===== src/design/lpr_pkg.sv =====
// shared types and constants of the line pixel rasterizer
// depends on nothing
`timescale 1ns / 1ps

package lpr_pkg;

    localparam int COLOR_BITS = 24;

    // item kind carried on s_tuser
    localparam logic OP_LINE = 1'b0;
    localparam logic OP_TICK = 1'b1;

    // controller to datapath
    typedef struct packed {
        logic load_line;
        logic step;
    } lpr_cmd_t;

    // datapath to controller
    typedef struct packed {
        logic last;
    } lpr_status_t;

endpackage


===== src/design/line_pixel_rasterizer.sv =====
// a tick item accepted while a line is being drawn shows its pixel on m_tdata in the next cycle
// throughput: one item per cycle unless a pixel stalls on m_tready; the output register frees in the cycle it is taken
// a line item only sets up the line state and gives no result
// each pixel comes from an incremental quotient and remainder, no divider in the path
// reset: aresetn low synchronously clears the controller state and the output valid; datapath registers are not reset
`timescale 1ns / 1ps

// top level of the line pixel rasterizer
// depends on lpr_pkg, lpr_ctrl, lpr_datapath
module line_pixel_rasterizer #(
    parameter int COORD_BITS = 8
) (
    input  logic                  aclk,
    input  logic                  aresetn,
    // input item channel
    input  logic                  s_tvalid,
    output logic                  s_tready,
    // first_x, first_y, second_x, second_y, line_color, zero pad
    input  logic [((4 * COORD_BITS + lpr_pkg::COLOR_BITS + 7) / 8) * 8 - 1:0] s_tdata,
    // op: 0 starts a line, 1 ticks the next pixel
    input  logic                  s_tuser,
    // pixel channel
    output logic                  m_tvalid,
    input  logic                  m_tready,
    // pix_x, pix_y, pix_color, zero pad
    output logic [((2 * COORD_BITS + lpr_pkg::COLOR_BITS + 7) / 8) * 8 - 1:0] m_tdata,
    // last pixel of the line
    output logic                  m_tlast
);

    // packed widths, rounded up to whole bytes
    localparam int CB       = COORD_BITS;
    localparam int CLR      = lpr_pkg::COLOR_BITS;
    localparam int M_FIELDS = 2 * CB + CLR;
    localparam int M_DATA_W = ((M_FIELDS + 7) / 8) * 8;

    lpr_pkg::lpr_cmd_t    cmd;
    lpr_pkg::lpr_status_t status;

    logic [CB-1:0]  pix_x, pix_y;
    logic [CLR-1:0] pix_color;
    logic           pix_last;

    // handshake and line state
    lpr_ctrl u_ctrl (
        .aclk     (aclk),
        .aresetn  (aresetn),
        .s_tvalid (s_tvalid),
        .s_tready (s_tready),
        .s_op     (s_tuser),
        .m_tvalid (m_tvalid),
        .m_tready (m_tready),
        .cmd      (cmd),
        .status   (status)
    );

    // setup and per-pixel stepping
    lpr_datapath #(
        .COORD_BITS (COORD_BITS)
    ) u_datapath (
        .aclk       (aclk),
        .cmd        (cmd),
        .status     (status),
        .first_x    (s_tdata[CB-1:0]),
        .first_y    (s_tdata[2*CB-1:CB]),
        .second_x   (s_tdata[3*CB-1:2*CB]),
        .second_y   (s_tdata[4*CB-1:3*CB]),
        .line_color (s_tdata[4*CB+CLR-1:4*CB]),
        .pix_x      (pix_x),
        .pix_y      (pix_y),
        .pix_color  (pix_color),
        .pix_last   (pix_last)
    );

    // pack the pixel, pad bits stay zero
    always_comb begin
        m_tdata                = '0;
        m_tdata[M_FIELDS-1:0]  = {pix_color, pix_y, pix_x};
    end

    assign m_tlast = pix_last;

endmodule


===== src/design/lpr_ctrl.sv =====
// controller of the line pixel rasterizer: line state and output handshake
// depends on lpr_pkg
`timescale 1ns / 1ps

module lpr_ctrl (
    input  logic                aclk,
    input  logic                aresetn,
    input  logic                s_tvalid,
    output logic                s_tready,
    input  logic                s_op,
    output logic                m_tvalid,
    input  logic                m_tready,
    output lpr_pkg::lpr_cmd_t   cmd,
    input  lpr_pkg::lpr_status_t status
);

    typedef enum logic {
        ST_IDLE,
        ST_DRAW
    } state_t;

    state_t state_reg, state_next;
    logic   out_valid_reg, out_valid_next;
    logic   accept;

    assign s_tready = !out_valid_reg || m_tready;
    assign accept   = s_tvalid && s_tready;
    assign m_tvalid = out_valid_reg;

    always_comb begin
        cmd.load_line = accept && (s_op == lpr_pkg::OP_LINE);
        cmd.step      = accept && (s_op == lpr_pkg::OP_TICK) && (state_reg == ST_DRAW);
    end

    always_comb begin
        state_next     = state_reg;
        out_valid_next = out_valid_reg && !m_tready;
        if (cmd.step) begin
            out_valid_next = 1'b1;
        end
        unique case (state_reg)
            ST_IDLE: begin
                if (cmd.load_line) begin
                    state_next = ST_DRAW;
                end
            end
            ST_DRAW: begin
                // a new line drops the current one
                if (cmd.load_line) begin
                    state_next = ST_DRAW;
                end else if (cmd.step && status.last) begin
                    state_next = ST_IDLE;
                end
            end
            default: state_next = ST_IDLE;
        endcase
    end

    always_ff @(posedge aclk) begin
        if (!aresetn) begin
            state_reg     <= ST_IDLE;
            out_valid_reg <= 1'b0;
        end else begin
            state_reg     <= state_next;
            out_valid_reg <= out_valid_next;
        end
    end

endmodule


===== src/design/lpr_datapath.sv =====
// datapath of the line pixel rasterizer: line setup, incremental minor step, pixel register
// depends on lpr_pkg
`timescale 1ns / 1ps

module lpr_datapath #(
    parameter int COORD_BITS = 8
) (
    input  logic                              aclk,
    input  lpr_pkg::lpr_cmd_t                 cmd,
    output lpr_pkg::lpr_status_t              status,
    input  logic [COORD_BITS-1:0]             first_x,
    input  logic [COORD_BITS-1:0]             first_y,
    input  logic [COORD_BITS-1:0]             second_x,
    input  logic [COORD_BITS-1:0]             second_y,
    input  logic [lpr_pkg::COLOR_BITS-1:0]    line_color,
    output logic [COORD_BITS-1:0]             pix_x,
    output logic [COORD_BITS-1:0]             pix_y,
    output logic [lpr_pkg::COLOR_BITS-1:0]    pix_color,
    output logic                              pix_last
);

    localparam int CB = COORD_BITS;

    // line state
    logic                           major_is_y_reg, major_is_y_next;
    logic [CB-1:0]                  cur_major_reg, cur_major_next;
    logic [CB-1:0]                  cur_minor_reg, cur_minor_next;
    logic                           minor_neg_reg, minor_neg_next;
    logic [CB-1:0]                  minor_mag_reg, minor_mag_next;
    logic [CB-1:0]                  major_len_reg, major_len_next;
    logic [CB-1:0]                  step_reg, step_next;
    logic [CB:0]                    rem_reg, rem_next;
    logic [lpr_pkg::COLOR_BITS-1:0] color_reg, color_next;

    // pixel output
    logic [CB-1:0]                  pix_x_reg, pix_y_reg;
    logic [lpr_pkg::COLOR_BITS-1:0] pix_color_reg;
    logic                           pix_last_reg;

    // setup terms
    logic [CB-1:0] dx, dy;
    logic          y_major;
    logic [CB-1:0] sa, sb, ea, eb;

    // step terms
    logic [CB:0]   rem_sum;
    logic          carry;

    assign status.last = (step_reg == major_len_reg);

    always_comb begin
        dx      = (first_x > second_x) ? first_x - second_x : second_x - first_x;
        dy      = (first_y > second_y) ? first_y - second_y : second_y - first_y;
        y_major = dy > dx;
        if (y_major) begin
            if (second_y > first_y) begin
                sa = first_y;  sb = first_x;  ea = second_y; eb = second_x;
            end else begin
                sa = second_y; sb = second_x; ea = first_y;  eb = first_x;
            end
        end else begin
            if (second_x > first_x) begin
                sa = first_x;  sb = first_y;  ea = second_x; eb = second_y;
            end else begin
                sa = second_x; sb = second_y; ea = first_x;  eb = first_y;
            end
        end
    end

    // minor moves at most one per major step since |dminor| <= dmajor
    assign rem_sum = rem_reg + {1'b0, minor_mag_reg};
    assign carry   = (major_len_reg != '0) && (rem_sum >= {1'b0, major_len_reg});

    always_comb begin
        major_is_y_next = major_is_y_reg;
        cur_major_next  = cur_major_reg;
        cur_minor_next  = cur_minor_reg;
        minor_neg_next  = minor_neg_reg;
        minor_mag_next  = minor_mag_reg;
        major_len_next  = major_len_reg;
        step_next       = step_reg;
        rem_next        = rem_reg;
        color_next      = color_reg;
        priority if (cmd.load_line) begin
            major_is_y_next = y_major;
            cur_major_next  = sa;
            cur_minor_next  = sb;
            minor_neg_next  = eb < sb;
            minor_mag_next  = (eb < sb) ? sb - eb : eb - sb;
            major_len_next  = ea - sa;
            step_next       = '0;
            rem_next        = '0;
            color_next      = line_color;
        end else if (cmd.step) begin
            cur_major_next = cur_major_reg + 1'b1;
            step_next      = step_reg + 1'b1;
            rem_next       = carry ? rem_sum - {1'b0, major_len_reg} : rem_sum;
            if (carry) begin
                cur_minor_next = minor_neg_reg ? cur_minor_reg - 1'b1 : cur_minor_reg + 1'b1;
            end
        end
    end

    always_ff @(posedge aclk) begin
        major_is_y_reg <= major_is_y_next;
        cur_major_reg  <= cur_major_next;
        cur_minor_reg  <= cur_minor_next;
        minor_neg_reg  <= minor_neg_next;
        minor_mag_reg  <= minor_mag_next;
        major_len_reg  <= major_len_next;
        step_reg       <= step_next;
        rem_reg        <= rem_next;
        color_reg      <= color_next;
        if (cmd.step) begin
            pix_x_reg     <= major_is_y_reg ? cur_minor_reg : cur_major_reg;
            pix_y_reg     <= major_is_y_reg ? cur_major_reg : cur_minor_reg;
            pix_color_reg <= color_reg;
            pix_last_reg  <= status.last;
        end
    end

    assign pix_x     = pix_x_reg;
    assign pix_y     = pix_y_reg;
    assign pix_color = pix_color_reg;
    assign pix_last  = pix_last_reg;

endmodule


===== config.mk =====
export PLATFORM = sky130hd
export DESIGN_NAME = line_pixel_rasterizer
export DESIGN_NICKNAME = d
export VERILOG_FILES = /design/src/design/lpr_pkg.sv /design/src/design/line_pixel_rasterizer.sv /design/src/design/lpr_ctrl.sv /design/src/design/lpr_datapath.sv
export SDC_FILE = /design/constraint.sdc
export NUM_CORES = 1
export LEC_CHECK = 0
export ABC_AREA = 1
export BUFFER_PORTS_ARGS = -buffer_cell sky130_fd_sc_hd__buf_4
export CORE_AREA = 2 2 164 166
export CTS_BUF_LIST = sky130_fd_sc_hd__clkbuf_8
export DETAILED_ROUTE_END_ITERATION = 7
export DIE_AREA = 0 0 166 168
export SLEW_MARGIN = 20
export SYNTH_ARGS = -nofsm -noshare
export SYNTH_HDL_FRONTEND = slang
export SYNTH_SLANG_ARGS = --single-unit

===== constraint.sdc =====
create_clock -name aclk -period 8.1 [get_ports aclk]
set_input_delay 0.405 -clock aclk [delete_from_list [all_inputs] [get_ports aclk]]
set_output_delay 0.405 -clock aclk [all_outputs]
set_load 0.02 [all_outputs]

# --- After elaboration in Yosys (flattened, before gate mapping) ---
# Index checks and enable logic that the tools add are counted.
word_totals:
  regBits: 118
  elab_cells: 81
  inputBits: 61
classes:
  n_addsub: 13
  reduce_logical: 14
  bitwise_logic: 2
  magnitude_cmp: 7
  muxes: 29
  n_eq_ne: 1
ops:
  columns: ["operator", "n"]
  rows:
  - ["$mux 8", 23]
  - ["$sub 8x8->8", 7]
  - ["$gt 8x8->1", 5]
  - ["$add 8x1->8 const B", 3]
  - ["$add 9x8->9", 1]
  - ["$ge 9x8->1", 1]
  - ["$mux 9", 1]
  - ["$sub 9x8->9", 1]
  - ["$eq 8x8->1", 1]
  - ["$lt 8x8->1", 1]
  - ["$reduce_bool 8->1", 1]
  - ["$sub 8x1->8 const B", 1]
  - ["$logic_and 1x1->1", 7]
  - ["$mux 1", 4]
  - ["$reduce_bool 2->1", 2]
  - ["$logic_not 1->1", 2]
  - ["$not 1->1", 2]
  - ["$pmux 1 s2", 1]
  - ["$reduce_and 2->1", 1]
  - ["$logic_or 1x1->1", 1]

# --- Logic depth before layout (Yosys ltp) ---
# Gate-level depths: netlist (run 1).
logic_depth:
  ltp_word: 9
  ltp_mapped: 39
  mapped_depth_nobuf: 36

# --- By module ---
# From an unflattened synthesis (run 1), not the netlist that was laid out.
hier_totals:
  hier_cells: 1089
  area_unflattened_um2: 8974.9
by_module_without_submodules:
  columns: ["module", "cells_each", "area_per_inst_um2", "n_inst", "seq_area_each_um2"]
  rows:
  - ["lpr_datapath", 1073, 8864.8, 1, 3313.2]
  - ["lpr_ctrl", 16, 110.1, 1, 40.0]

# --- Worst setup path before layout (run 1) ---
# Ideal clock, no wire load.
synth_path:
  path_type: "in2reg"
  startpoint: "input s_tdata[0] (netlist bit)"
  endpoint: "register u_datapath.minor_mag_reg[3], data pin"
  path_buffers: 3
  path_slack_ns: 2.823
  cell_stages: 34
  required_ns: 7.846
  arrival_ns: 5.023
  setup_time_ns: 0.254
  path_cell_list: "inv_1 -> ha_1 -> inv_1 -> fa_1 -> nand3_1 -> nand2_1 -> nand2_1 -> o211ai_2 -> nand2_2 -> mux2i_1 -> o21ai_0 -> xnor2_1 -> ha_1 -> nand2_1 -> a21oi_1 -> nor2_1 -> a21oi_1 -> buf_2 -> buf_4 -> buf_2 -> nand2_1 -> o21ai_1 -> inv_1 -> fa_1 -> nand3_1 -> nand2_1 -> a21oi_1 -> o21bai_1 -> a21o_1 -> nor2_1 -> nand2_2 -> nand2_1 -> xor2_1 -> inv_1"
synth_between:
  elab_chain_len: 6
  word_cells_on_any_way: 16
  cone_classes: "add/sub (4); order compare (4); mux (8)"
synth_rtl:
  columns: ["item", "line", "rtl"]
  rows:
  - ["start: declaration", "line_pixel_rasterizer.sv:19", "input logic [((4 * COORD_BITS + lpr_pkg::COLOR_BITS + 7) / 8) * 8 - 1:0] s_tdata,"]
  - ["$sub 8x8->8 or $gt 8x8->1 (tied branches)", "lpr_datapath.sv:52", "dx = (first_x > second_x) ? first_x - second_x : second_x - first_x;"]
  - ["$mux 8", "lpr_datapath.sv:52", null]
  - ["$gt 8x8->1", "lpr_datapath.sv:54", "y_major = dy > dx;"]
  - ["$mux 8", "lpr_datapath.sv:55", "if (y_major) begin"]
  - ["$sub 8x8->8 or $lt 8x8->1 (tied branches)", "lpr_datapath.sv:89", "minor_mag_next = (eb < sb) ? sb - eb : eb - sb;"]
  - ["$mux 8 *", "lpr_datapath.sv:89", null]
  - ["end signal: assignment", "lpr_datapath.sv:109", "minor_mag_reg <= minor_mag_next;"]
  - ["end: declaration", "lpr_datapath.sv:29", "logic [CB-1:0] minor_mag_reg, minor_mag_next;"]
# Every way passes the cells marked *; elsewhere a longest branch is shown, timed or not.
# A chain may end at the register's enable or synchronous reset.

# --- Worst setup path after layout (run 1) ---
# Ends and elaborated chain as after synthesis.

==> impl_metrics.csv, run 1 <==
group,metric,value,unit
run_status,status,"completed",
die,ios,104,
worst_setup_path,crit_buf_inv,5,
route,via_per_inst,4.97,
place,port_buffers,103,
cells_and_area,area_delta_synth_final,16.5,%
sta,drv_slew,0,
worst_setup_path,crit_type,"primary input to register",
logic_synthesis,syn_avg_cell_area,8.33,um^2
logic_synthesis,ys_top_cells_by_area,"edfxtp_1 (33%), ha_1 (12%), nand2_1 (9.6%)",
global_routing,antenna_found_initial,0,
die,dieWidth,166,um
route,drtPass1Iterations,7,
worst_setup_path,startpoint,"s_tdata[0]",
cells_and_area,drive_gt1_share,16.2,%
route,drc,0,
global_routing,grt_max_degree,63,
job,maxCapViolations,0,
cells_and_area,nets,1331,
logic_synthesis,seq_area_frac_synth,37.1,%
worst_setup_path,r2r_start,"u_datapath.minor_mag_reg[0]$_DFFE_PP_",
logic_synthesis,ys_ff_latch,118,
worst_setup_path,endpoint_kind,"register",
hold_path,worstHoldPathType,"primary input to register",
route,ant_nets,0,
logic_synthesis,synth_top_area_cell,"edfxtp_1",
worst_setup_path,cp_common_cell,"nand2_1",
worst_setup_path,critPathMaxStageDelay,0.57,ns
cells_and_area,nFillCells,2686,
logic_synthesis,synth_area,0.00903,mm^2
place,place_congestion,0.960,
worst_setup_path,crit_required,8.29,ns
logic_synthesis,synth_cells,1083,
power,power_density,385,mW/mm^2
worst_setup_path,cp.arrival,5.91,ns
worst_setup_path,path_delay_family,"compound AO/OA/AOI/OAI gates",
cells_and_area,seq_area,0.00335,mm^2
logic_synthesis,synth_top_family_by_area,"simple AND/OR/NAND/NOR gates",
logic_synthesis,synthAdderAreaFrac,14.0,%
logic_synthesis,synth-compound-area-share,15.6,%
clocking,cts_sinks,118,
die,design.die.area,0.0279,mm^2
clocking,worst_skew_pair.late_latency,0.43,ns
sta,finClkSkew,0.00695,ns
route,wl_per_cell,14.9,um
logic_synthesis,synth_xor_area_share,5.05,%
sta,finalHoldViolCount,0,
logic_synthesis,syn_nets,1239,
cells_and_area,multi_input_area,0.00493,mm^2
sta,rsz0062_at_grt,"false",
worst_setup_path,crit_fanout,26,
sta,fmax,175,MHz
worst_setup_path,slowest_stage,"a21oi_4",
clocking,cts_root_buffer,"clkbuf_8",
die,coreArea,0.0264,mm^2
sta,post-route-min-period,5.73,ns
sta,whs,0.147,ns
sta,setup_viol,0,
sta,relSlewSlack,43.6,%
die,rows,60,
logic_synthesis,ys.warnings.count,0,
global_routing,overflow,0,
clocking,hold_buffers,0,
place,hpwl,18.4,mm
power,p_leak,0.00486,uW
logic_synthesis,yosys.area_share.simple,18.7,%
clocking,post_cts_resized,0,
logic_synthesis,synth_mux_area_share,1.08,%
logic_synthesis,synth.distinct_cells,50,
die,start_util,34.3,%
global_routing,grt_pass1_wl,36.9,mm
power,ir_drop,192,uV
sta,period_share,70.7,%
clocking,cts_buffers,17,
logic_synthesis,yosysTopAreaCellShare,32.9,%
clocking,cts_tree,"yes",
clocking,cts_max_path_buffers,2,
cells_and_area,antennaDiodeCount,0,
route,totalWireLength,22.8,mm
sta,tightest_slew,0.845,ns
die,die_h,168,um
worst_setup_path,startpoint_type,"primary input",
clocking,clk_pin_slew,0.08,ns
route,drtIter0Drc,631,
global_routing,grt_pass1_vias,7173,
clocking,htreeDepth,4,
global_routing,grtUsageTotal,16.4,%
route,vias,7593,
clocking,cts_setup_buffers,0,
hold_path,worstHoldStart,"s_tdata[54]",
sta,finalSetupTns,0,ns
## kinds of logic (layout without fill, tap and decap cells)
logic type | after synthesis | after routing
adders and majority gates | 95 | 95
DFF | 118 | 118
and+or+nand+nor | 374 | 374
xor gates and xnor gates | 52 | 52
AOI/OAI and AO/OA | 247 | 247
muxes | 9 | 9
buffers and inverters | 188 | 293
## final timing paths
path	to	slack (ns)	cells past startpoint
worst max-delay path	u_datapath.minor_mag_reg[3]$_DFFE_PP_	2.37	32
worst min-delay path	u_datapath.color_reg[22]$_DFFE_PP_	0.15	1
worst max register to register	u_datapath.cur_minor_reg[3]$_DFFE_PP_	4.44	13
worst min register to register	u_datapath.pix_color[21]$_DFFE_PP_	0.42	0
## per-stage QoR
| stage | instances | setup slack (ns) | area (um^2) | power [uW] | utilization (%) |
|---|---|---|---|---|---|
| after floorplan | 1083 | 2.82 | 9030 | 2890 | - |
| after detailed placement | 1497 | 1.95 | 10100 | 3490 | 38.3 |
| after CTS | 1529 | 2.41 | 10500 | 4070 | 39.9 |
| final | 1529 | 2.37 | 10500 | 4050 | 39.9 |
| after global routing | 1529 | 1.85 | 10500 | 4460 | 39.9 |
| after global placement | 1497 | 2.01 | 10100 | 3470 | 38.3 |
## cell usage after synthesis (all sizes together)
cell type	number
a211oi	8
a21boi	1
a21o	6
a21oi	84
a221o	1
a221oi	1
a31oi	6
and3	1
buf	24
clkbuf	11
dfxtp	19
edfxtp	99
fa	10
ha	85
inv	153
mux2	6
mux2i	3
nand2	249
nand3	56
nand3b	3
nand4	10
nor2	40
nor3	8
nor4	3
o211ai	11
o21ai	116
o21bai	5
o221ai	4
o22ai	2
o311ai	1
o31ai	1
or2	4
xnor2	16
xor2	36
## cell type report
| cell class | count | area share, % |
|---|---|---|
| multi-input combinational | 777 | 46.9 |
| sequential | 118 | 31.9 |
| timing repair buffer | 108 | 7.71 |
| inverter | 153 | 5.46 |
| tap | 341 | 4.06 |
| clock buffer | 17 | 2.23 |
| clock inverter | 15 | 1.74 |
## worst register-to-register path, cell delays in order, from the launching register on
cell	delay, ns
edfxtp_1	0.37
ha_1	0.22
fa_1	0.41
nand3_1	0.09
nand2_1	0.10
a21oi_2	0.20
xnor2_1	0.14
ha_1	0.36
inv_1	0.09
o311ai_0	0.45
nand2_1	0.16
nand3_2	0.27
nand3_2	0.14
nand2_1	0.33
## layer usage
metal	vias up	wire, um	global-route usage (%)
li1	3840	-	-
met1	3474	10500	21.8
met2	257	10500	27.3
met3	22	1380	3.20
met4	0	401	4.42
met5	-	0	0
## power by group
part	switching, uW	internal, uW	leakage, uW
clock network	274	289	0.000211
registers	78.1	853	0.00107
logic	1590	961	0.00357
total	1940	2100	0.00486
## cell usage in the layout (no fill, tap or decap), types with 12 or more instances in the layout
cell type  netlist  final
nand2_1        232    232
ha_1            85     85
nor2_1          38     37
dfxtp_1         19     19
buf_4            3    108
inv_1          148    147
nand2_2         12     12
xnor2_1         16     16
edfxtp_1        99     99
o21ai_1         34     34
o21ai_0         76     76
xor2_1          36     36
a21oi_1         80     79
clkbuf_8         0     17
nand3_1         52     52
No activity file was read; power rests on OpenSTA's default activity.
==> inputs of run 2 (changes only) <==
clock period = 6 ns   (was 8.1 ns; I/O delays follow)
==> run 2 against run 1 <==
Final cell count is 0.26% higher; first-iteration DRC count is 2.2% lower; clock skew is 0.0059 ns higher; largest power group unchanged; non-clock buffer count is 4 higher.
==> impl_metrics.csv, run 2 (synthesized netlist as in run 1, its figures left out) <==
group,metric,value,unit
die,coreArea,0.0264,mm^2
clocking,cts_sinks,118,
cells_and_area,layout_common_cells,"nand2_1 (232), inv_1 (147), buf_4 (112)",
die,dieWidth,166,um
cells_and_area,final_util,39.8,%
sta,finalSetupTns,0,ns
cells_and_area,drive_gt1_share,16.5,%
sta,tightest_slew,0.895,ns
worst_setup_path,crit_fanout,20,
clocking,cts_buffers,17,
clocking,post_cts_resized,0,
route,via_per_inst,4.93,
die,ios,104,
cells_and_area,antennaDiodeCount,0,
place,port_buffers,103,
place,hpwl,18.9,mm
worst_setup_path,crit_required,6.18,ns
worst_setup_path,cp.arrival,5.34,ns
global_routing,grt_pass1_vias,7328,
cells_and_area,nets,1335,
die,design.die.area,0.0279,mm^2
sta,post-route-min-period,5.16,ns
worst_setup_path,endpoint_kind,"register",
clocking,hold_buffers,0,
clocking,htreeDepth,4,
worst_setup_path,crit_type,"primary input to register",
clocking,cts_max_path_buffers,2,
global_routing,grt_pass1_wl,38.0,mm
clocking,cts_setup_buffers,0,
route,drtIter0Drc,617,
run_status,status,"completed",
sta,period_share,86.1,%
sta,relSlewSlack,40.3,%
worst_setup_path,ff2ff_setup_slack,2.39,ns
route,wl_per_cell,15.2,um
sta,finalHoldViolCount,0,
worst_setup_path,startpoint_type,"primary input",
clocking,cts_tree,"yes",
route,vias,7555,
sta,rsz0062_at_grt,"false",
die,rows,60,
clocking,clk_pin_slew,0.08,ns
power,p_leak,0.00484,uW
global_routing,grtUsageTotal,16.9,%
cells_and_area,nFillCells,2695,
power,ir_drop,246,uV
sta,fmax,194,MHz
job,maxCapViolations,0,
worst_setup_path,critPathMaxStageDelay,0.40,ns
clocking,worst_skew_pair.late_latency,0.42,ns
route,ant_nets,0,
power,power,5390,uW
sta,drv_slew,0,
cells_and_area,layout_commonest_cell,"nand2_1",
clocking,cts_root_buffer,"clkbuf_8",
global_routing,antenna_found_initial,0,
hold_path,worstHoldPathType,"primary input to register",
die,die_h,168,um
global_routing,grt_max_degree,63,
cells_and_area,seq_area,0.00335,mm^2
sta,setup_viol,0,
sta,finClkSkew,0.0129,ns
cells_and_area,area_delta_synth_final,16.2,%
cells_and_area,multi_input_area,0.00493,mm^2
place,place_congestion,0.964,
power,power_density,513,mW/mm^2
route,drtPass1Iterations,5,
route,drc,0,
sta,whs,0.0528,ns
route,totalWireLength,23.3,mm
global_routing,overflow,0,
die,start_util,34.3,%
worst_setup_path,slowest_stage,"ha_1",
run 2: cell types whose count changed in the layout (fill, tap and decap cells not counted), sizes merged:
cell,before,now
buf,108,112
bufinv,2,1
clkinv,1,7
clkinvlp,1,5
inv,164,155
run 2: critical path: cells and delay by family:
family                   cells  cell delay [ns]
buffers and inverters        8             0.78
XOR/XNOR                     2             0.40
multiplexers                 1             0.37
adder cells (fa/ha/maj)      4             1.25
AO/OA/AOI/OAI                8             1.28
AND/OR/NAND/NOR             10             0.95
run 2: worst paths after layout:
path	start	end	cells after the start
max reg2reg	u_datapath.minor_mag_reg[2]$_DFFE_PP_	u_datapath.cur_minor_reg[0]$_DFFE_PP_	14
min reg2reg	u_datapath.color_reg[13]$_DFFE_PP_	u_datapath.pix_color[13]$_DFFE_PP_	0
min	s_tdata[50]	u_datapath.color_reg[18]$_DFFE_PP_	1
max	s_tdata[0]	u_datapath.minor_mag_reg[3]$_DFFE_PP_	33
run 2: metal layers:
metal / up-vias / track usage, % / part of all wire, %
li1: 3854 / - / -
met1: 3438 / 22.9 / 46
met2: 233 / 28.1 / 46
met3: 30 / 2.56 / 5.6
met4: 0 / 5.10 / 2.1
met5: - / 0 / 0
run 2: stage by stage:
step / setup WS, ns / instances / instance area, um^2
4_1_cts: 0.908 / 1533 / 10500
5_1_grt: 0.349 / 1533 / 10500
3_3_place_gp: 0.595 / 1501 / 10100
2_1_floorplan: 0.828 / 1083 / 9030
3_5_place_dp: 0.453 / 1501 / 10100
6_report: 0.835 / 1533 / 10500
run 2: layout make-up:
cell class                 instances  area share (%)
multi-input combinational        777            47.0
sequential                       118            32.0
timing repair buffer             112            8.02
inverter                         153            5.47
tap                              341            4.07
clock buffer                      17            2.23
clock inverter                    15            1.25
run 2: power breakdown:
| group | total [uW] | switching [uW] | leakage (uW) | internal, uW |
|---|---|---|---|---|
| clock network | 666 | 338 | 0.000174 | 327 |
| registers | 1260 | 104 | 0.00107 | 1150 |
| logic | 3460 | 2150 | 0.00359 | 1310 |
| total | 5390 | 2590 | 0.00484 | 2790 |
